File: config.mk
export PLATFORM = sky130hd
export DESIGN_NAME = wamm_div
export DESIGN_NICKNAME = d
export VERILOG_FILES = /design/src/hw/rtl/wamm_pkg.sv /design/src/hw/rtl/wamm_div.sv
export SDC_FILE = /design/constraint.sdc
export NUM_CORES = 1
export LEC_CHECK = 0
export BUFFER_PORTS_ARGS = -buffer_cell sky130_fd_sc_hd__clkbuf_2
export CAP_MARGIN = 20
export CORE_ASPECT_RATIO = 0.6
export CORE_MARGIN = 4
export CORE_UTILIZATION = 23
export CTS_BUF_LIST = sky130_fd_sc_hd__clkbuf_8
export DETAILED_ROUTE_END_ITERATION = 8
export PLACE_DENSITY = 0.42
export SYNTH_ARGS = -nofsm -noshare
export SYNTH_HDL_FRONTEND = slang
export SYNTH_SLANG_ARGS = --single-unit
export TNS_END_PERCENT = 5
File: constraint.sdc
create_clock -name aclk -period 3.5 [get_ports aclk]
set_input_delay 0.7 -clock aclk [delete_from_list [all_inputs] [get_ports aclk]]
set_output_delay 0.7 -clock aclk [all_outputs]
set_load 0.02 [all_outputs]
File: src/hw/rtl/wamm_pkg.sv
// ============================================================================
// wamm_pkg - shared types and constants of the window average/min/max core
// Holds default sizes, the register layout and the divider status word.
// ============================================================================
package wamm_pkg;

    // Default sizes handed to the top level parameters
    localparam int WINDOW_MAX_DEF  = 256;
    localparam int SAMPLE_BITS_DEF = 16;

    // Window length register
    localparam int              LEN_CFG_BITS = 9;
    localparam logic [8:0]      LEN_RESET    = 9'd16;

    // Word layout
    localparam int AXES            = 3;
    localparam int FIELDS_PER_AXIS = 4;
    localparam int FLD_ECHO        = 0;
    localparam int FLD_MEAN        = 1;
    localparam int FLD_PEAK        = 2;
    localparam int FLD_FLOOR       = 3;

    // Status of one divider lane
    typedef struct packed {
        logic busy;
        logic done;
    } div_stat_t;

    // Clamp the programmed length into 1 .. wmax
    function automatic logic [31:0] eff_length(input logic [LEN_CFG_BITS-1:0] v,
                                               input int unsigned wmax);
        logic [31:0] v32;
        v32 = {{(32-LEN_CFG_BITS){1'b0}}, v};
        if (v32 == 32'd0) begin
            return 32'd1;
        end else if (v32 > wmax) begin
            return wmax;
        end else begin
            return v32;
        end
    endfunction

endpackage

File: src/hw/rtl/wamm_div.sv
// ============================================================================
// wamm_div - iterative signed-by-unsigned divider
// Restoring division, one quotient bit per cycle, truncates toward zero.
// ============================================================================
module wamm_div #(
    parameter int SUM_BITS = 24,
    parameter int LEN_BITS = 9,
    parameter int OUT_BITS = 16
) (
    input  logic                        aclk,
    input  logic                        aresetn,
    input  logic                        start,
    input  logic signed [SUM_BITS-1:0]  dividend,
    input  logic        [LEN_BITS-1:0]  divisor,
    output logic signed [OUT_BITS-1:0]  quotient,
    output wamm_pkg::div_stat_t         stat
);

    localparam int CNT_W = $clog2(SUM_BITS + 1);

    logic [CNT_W-1:0]    cnt_reg;
    logic                busy_reg;
    logic                done_reg;
    logic                neg_reg;
    logic [LEN_BITS-1:0] rem_reg;
    logic [LEN_BITS-1:0] div_reg;
    logic [SUM_BITS-1:0] quo_reg;

    logic [LEN_BITS:0]   trial;
    logic [LEN_BITS:0]   diff;
    logic                ge;
    logic [LEN_BITS-1:0] rem_next;
    logic [SUM_BITS-1:0] mag;
    logic [SUM_BITS-1:0] signed_quo;

    always_comb begin
        trial    = {rem_reg, quo_reg[SUM_BITS-1]};
        diff     = trial - {1'b0, div_reg};
        ge       = (trial >= {1'b0, div_reg});
        rem_next = ge ? diff[LEN_BITS-1:0] : trial[LEN_BITS-1:0];
        mag      = dividend[SUM_BITS-1] ? (~$unsigned(dividend) + 1'b1) : $unsigned(dividend);
        signed_quo = neg_reg ? (~quo_reg + 1'b1) : quo_reg;
    end

    always_ff @(posedge aclk) begin
        if (!aresetn) begin
            busy_reg <= 1'b0;
            done_reg <= 1'b0;
            cnt_reg  <= '0;
        end else if (start) begin
            busy_reg <= 1'b1;
            done_reg <= 1'b0;
            cnt_reg  <= '0;
            neg_reg  <= dividend[SUM_BITS-1];
            rem_reg  <= '0;
            div_reg  <= divisor;
            quo_reg  <= mag;
        end else if (busy_reg) begin
            rem_reg <= rem_next;
            quo_reg <= {quo_reg[SUM_BITS-2:0], ge};
            cnt_reg <= cnt_reg + 1'b1;
            // last quotient bit: finish
            if (cnt_reg == CNT_W'(SUM_BITS - 1)) begin
                busy_reg <= 1'b0;
                done_reg <= 1'b1;
            end
        end
    end

    assign quotient  = signed_quo[OUT_BITS-1:0];
    assign stat.busy = busy_reg;
    assign stat.done = done_reg;

endmodule
## Word level (Yosys, flattened, before mapping)

Index checks and enable logic that the tools add are counted.

- Register bits: 50
- Input bits: 36
- Output and inout port bits: 18
- Word-level logic and storage cells: 30

- Add/sub/neg operators: 4
- Order comparisons: 1
- Eq/ne operators: 1
- Multiplexer cells: 9
- Bitwise logic cells: 3
- Reductions and logical operators: 5

Operators by type and width:

| kind | count |
|---|---|
| 24-bit 2-to-1 mux | 3 |
| 24-bit by 1-bit adder with 24-bit output (second input constant) | 1 |
| 24-bit NOT | 1 |
| 9-bit 2-to-1 mux | 2 |
| 16-bit by 1-bit adder with 16-bit output (second input constant) | 1 |
| 16-bit 2-to-1 mux | 1 |
| 16-bit NOT | 1 |
| 10-bit by 9-bit >= comparator with 1-bit output | 1 |
| 9-bit subtractor | 1 |
| 2-bit AND reduction | 3 |
| 5-bit by 1-bit adder with 5-bit output (second input constant) | 1 |
| 5-bit equality test (second input constant) | 1 |
| 1-bit 2-to-1 mux | 3 |
| 2-bit nonzero test | 1 |
| 2-bit OR reduction | 1 |
| 1-bit NOT | 1 |

## Logic depth before layout (Yosys ltp)

- Depth in word-level cells: 4
- Mapped depth: 10
- Gate-level depth less buffers: 9

## Worst setup path after synthesis

Ideal clock, no wire load.

- Path type: register to register
- Start: reg quo_reg[23]
- End: reg rem_reg[2], data pin
- Library setup time: 266 ps
- Arrival time: 2338 ps
- Data required time: 3234 ps
- Setup slack: 896 ps
- Cell stages (with the launch flop): 11
- Path buffers: 1
- Clock period less this slack: 2604 ps
- Path through: edfxtp_1 -> inv_1 -> ha_1 -> inv_1 -> fa_1 -> a21o_1 -> o211a_1 -> a211oi_1 -> buf_2 -> mux2i_1 -> nor2_1

- Longest elaborated chain between the ends: 3
- Elaborated cells on any way between the ends: 4
- Classes of those cells: add/sub: 1; order compare: 1; mux: 2

RTL lines:

| item | RTL line | source |
|---|---|---|
| start, declared | wamm_div.sv:27 | `logic [SUM_BITS-1:0] quo_reg;` |
| start signal, assigned | wamm_div.sv:57 | `quo_reg <= mag;` |
| start signal, assigned | wamm_div.sv:60 | `quo_reg <= {quo_reg[SUM_BITS-2:0], ge};` |
| 9-bit subtractor or 10-bit by 9-bit >= comparator with 1-bit output (tied branches) | wamm_div.sv:38, wamm_div.sv:39 |  |
| 9-bit 2-to-1 mux * | wamm_div.sv:40 | `rem_next = ge ? diff[LEN_BITS-1:0] : trial[LEN_BITS-1:0];` |
| 9-bit 2-to-1 mux * | wamm_div.sv:58 | `end else if (busy_reg) begin` |
| end signal, assigned | wamm_div.sv:59 | `rem_reg <= rem_next;` |
| end, declared | wamm_div.sv:25 | `logic [LEN_BITS-1:0] rem_reg;` |

Mark *: on every way between the ends. The rest lies on a longest branch, timed or not. The select of a mux whose other input is x is not followed.
A chain may end at the register's enable or synchronous reset.

## Worst setup path after layout

- Start: reg quo_reg[0]
- End: out quotient[15]

- Longest elaborated chain between the ends: 3

RTL lines:

| item | RTL line | source |
|---|---|---|
| 16-bit NOT | wamm_div.sv:42 | `signed_quo = neg_reg ? (~quo_reg + 1'b1) : quo_reg;` |
| 16-bit by 1-bit adder with 16-bit output | wamm_div.sv:42 |  |
| 16-bit 2-to-1 mux | wamm_div.sv:42 |  |
| end, declared | wamm_div.sv:15 | `output logic signed [OUT_BITS-1:0] quotient,` |

Every way passes these cells.

==> results_dict.tcl <==
set metrics [dict create \
    outcome "completed" \
    ff2ff_path_depth 10 \
    rr_endpoint "rem_reg[1]" \
    hp-class "flip-flop to flip-flop" \
    crit_family "simple AND/OR/NAND/NOR gates" \
    fin_tns_setup_ns 0 \
    cts_resized 0 \
    worst-path-stages 5 \
    portBuffers 53 \
    cts_num_sinks 50 \
    clockBufferDepth 2 \
    max_freq_mhz 336.5 \
    start_util_pct 24.13 \
    fin_crit_ns 2.972 \
    cap_violations 0 \
    rrSetupSlack_ns 1.01 \
    grt_pass1_wl_mm 12.51 \
    vdd.ir_drop.worst_v 0.0001608 \
    reg2reg_from "quo_reg[23]" \
    min_from "done_reg" \
    place_area_um2 3625 \
    overflow 0 \
    p_leak_nw 1.454 \
    syn_nets 371 \
    nFillCells 1415 \
    grt_pass1_vias 2347 \
    yosysWarnings 0 \
    hold_violations 0 \
    slew_headroom_pct 60.14 \
    startpoint "quo_reg[0]" \
    ys_seq_area_share_pct 44.90 \
    avgSynthCellArea_um2 9.901 \
    io_pins 54 \
    finalWeightedCongestion 0.7299 \
    p_clk_share_pct 24.0 \
    vias 2433 \
    drv_slew 0 \
    largest_register_ffs 24 \
    setup_viol_count_final 0 \
    switching_share_pct 31.46 \
    startpoint_type "flip-flop" \
    p_int_mw 1.003 \
    slowest_delay_ns 0.49 \
    synth-seq-cells 50 \
    n_antenna_cell 0 \
    crit_required_ns 2.80 \
    clk-insertion-delay-late_ns 0.31 \
    first_pass_iters 4 \
    synth_area_um2 3188 \
    drive_above_1_share_pct 19.46 \
    syn_to_final_growth_pct 16.52 \
    cp_max_fo 4 \
    finalClockSkew_ns 0.01519 \
    worst-path-buf-inv 1 \
    grt_usage_pct 9.773 \
    cts_hold_buffers 0 \
    crit_path_cell_trace "nor3_1 > nand4_1 > o31ai_1 > xnor2_1 > clkbuf_2" \
    drcViolationCount 0 \
    cp_data_arrival_time_ns 2.27 \
    endpoint_kind "output port" \
    cts_buffers 5 \
    dp_hpwl_mm 5.766 \
    core_um2 13210 \
    drtIter0Drc 190 \
    post_drt_wl_per_cell_um 14.32 \
    ant_nets 0 \
    die_area_um2 15870 \
    nets 418 \
    endpoint "quotient[15]" \
    num_rows 32 \
    htree_num_levels 2 \
    postRouteWirelength_mm 7.735 \
    cts_setup_buffers 0 \
    crit_slowest_cell "edfxtp_1" \
    tightest_slew_ns 0.5979 \
    crit_type "flip-flop to output port" \
    drt-vias-per-instance 4.506 \
    die_width_um 160.0 \
    clkTransAtPathRegs_ns 0.10 \
    comb_power_share_pct 25.7 \
    netlist_instances 322 \
    finalInstanceArea_um2 3715 \
    switchingPower_mw 0.4606 \
    die_y_um 99.20 \
    clock_tree.root_cell "clkbuf_8" \
    pwr_density_cell_nw_per_um2 394.1 \
    fin_crit_sh_pct 84.91 \
    synth_cell_type_count 48 \
    antenna_found_initial 0 \
    cts_tree "built" \
    power_frac_seq_pct 50.3 \
    rsz0062_at_grt "no" \
    grt_max_degree 59 \
]
==> kinds of logic after synthesis <==
logic type               Yosys count  share of synthesized area (%)
buffers and inverters             35                          4.513
AND/OR/NAND/NOR                   97                          14.91
XOR/XNOR                          44                          12.09
AO/OA/AOI/OAI                     74                          15.38
adder cells (fa/ha/maj)           13                          5.337
multiplexers                       9                          2.865
flip-flops                        50                          44.90
==> worst min-delay path by stage <==
stage / end / slack, ns / cells past startpoint
floorplan: done_reg / 0.44 / 2
global placement: done_reg / 0.48 / 2
detailed placement: done_reg / 0.50 / 2
CTS: done_reg / 0.52 / 2
global route: div_reg[7] / 0.53 / 1
finish: done_reg / 0.51 / 2
==> synth_stat cells, drive strengths merged <==
master | count | share of area [%]
and3 | 3 | 0.59
or4 | 3 | 0.94
a31oi | 1 | 0.20
nor2 | 42 | 4.9
a211oi | 2 | 0.47
nor2b | 3 | 0.59
dfxtp | 7 | 4.4
xnor2 | 21 | 5.8
nor4 | 2 | 0.39
clkbuf | 12 | 1.4
a21boi | 2 | 0.47
and2 | 1 | 0.20
buf | 5 | 0.98
nand2 | 17 | 2.0
a211o | 1 | 0.27
ha | 12 | 4.7
nand2b | 4 | 0.78
fa | 1 | 0.63
nor3 | 4 | 0.63
a221oi | 1 | 0.27
nand3 | 4 | 0.63
a311oi | 1 | 0.27
o21bai | 1 | 0.24
mux2 | 1 | 0.35
o31ai | 13 | 3.1
edfxtp | 43 | 41
o41ai | 6 | 1.9
o21a | 3 | 0.71
o211a | 1 | 0.31
nand4bb | 1 | 0.35
or3 | 3 | 0.67
a21oi | 25 | 3.9
o41a | 1 | 0.35
mux2i | 8 | 2.5
a31o | 1 | 0.27
xor2 | 23 | 6.3
nand3b | 3 | 0.71
nand4 | 5 | 0.98
nor3b | 1 | 0.24
inv | 18 | 2.1
nand4b | 1 | 0.27
o21ai | 11 | 1.7
a21o | 4 | 0.94
==> worst register-to-register path, stage by stage (launching register included) <==
cell and delay [ns]:
edfxtp_1 0.37, inv_1 0.09, ha_1 0.16, inv_1 0.05
fa_1 0.39, a21o_1 0.21, o211a_1 0.23, a211oi_2 0.23
buf_4 0.22, mux2i_1 0.22, nor2_1 0.06
==> power by group through the flow <==
| stage | clock network, mW | registers [mW] | logic (mW) |
|---|---|---|---|
| 6_report | 0.352 | 0.736 | 0.376 |
| 4_1_cts | 0.378 | 0.737 | 0.382 |
| 2_1_floorplan | 0 | 0.736 | 0.272 |
| 3_5_place_dp | 0 | 0.751 | 0.379 |
| 5_1_grt | 0.395 | 0.743 | 0.424 |
| 3_3_place_gp | 0 | 0.750 | 0.376 |
==> placed cells by master (no fill, tap or decap), types with 4 or more instances in the layout <==
| cell type | n |
|---|---|
| nand2b_1 | 4 |
| buf_4 | 4 |
| clkbuf_2 | 53 |
| o21ai_0 | 11 |
| inv_1 | 18 |
| xnor2_1 | 21 |
| nor3_1 | 4 |
| xor2_1 | 23 |
| nor2_1 | 42 |
| nand2_1 | 17 |
| o41ai_1 | 5 |
| a21o_1 | 4 |
| a21oi_1 | 25 |
| edfxtp_1 | 43 |
| nand4_1 | 5 |
| o31ai_1 | 13 |
| clkbuf_8 | 5 |
| nand3_1 | 4 |
| mux2i_1 | 8 |
| ha_1 | 12 |
| dfxtp_1 | 7 |
==> layout make-up <==
class	instances	area (µm²)	area share [%]
clock buffers	5	68.82	1.852
clock inverters	3	21.27	0.5726
inverters	18	67.56	1.819
multi-input cells	237	1618	43.55
flip-flops and latches	50	1431	38.53
well taps	170	212.7	5.726
repair buffers	57	295.3	7.949
==> per-layer routing <==
layer	track usage, %	vias to the layer above	wire (µm)
met2	13.07	42	2965
met4	1.983	0	48
met3	2.733	6	363
li1	-	1249	-
met1	15.33	1136	4357
met5	0	-	0
==> per-stage QoR <==
| stage | utilization (%) | std cells | hold slack, ns | total power [mW] | setup slack [ns] |
|---|---|---|---|---|---|
| 3_3_place_gp | 27.43 | 532 | 0.4837 | 1.126 | 0.7993 |
| 3_5_place_dp | 27.43 | 532 | 0.4988 | 1.130 | 0.7417 |
| 4_1_cts | 28.12 | 540 | 0.5244 | 1.497 | 0.5274 |
| 2_1_floorplan | - | 322 | 0.4380 | 1.007 | 0.8963 |
| 6_report | 28.12 | 540 | 0.5101 | 1.464 | 0.5283 |
| 5_1_grt | 28.12 | 540 | 0.5322 | 1.563 | 0.3699 |
Power figures use the tool's default switching activity.
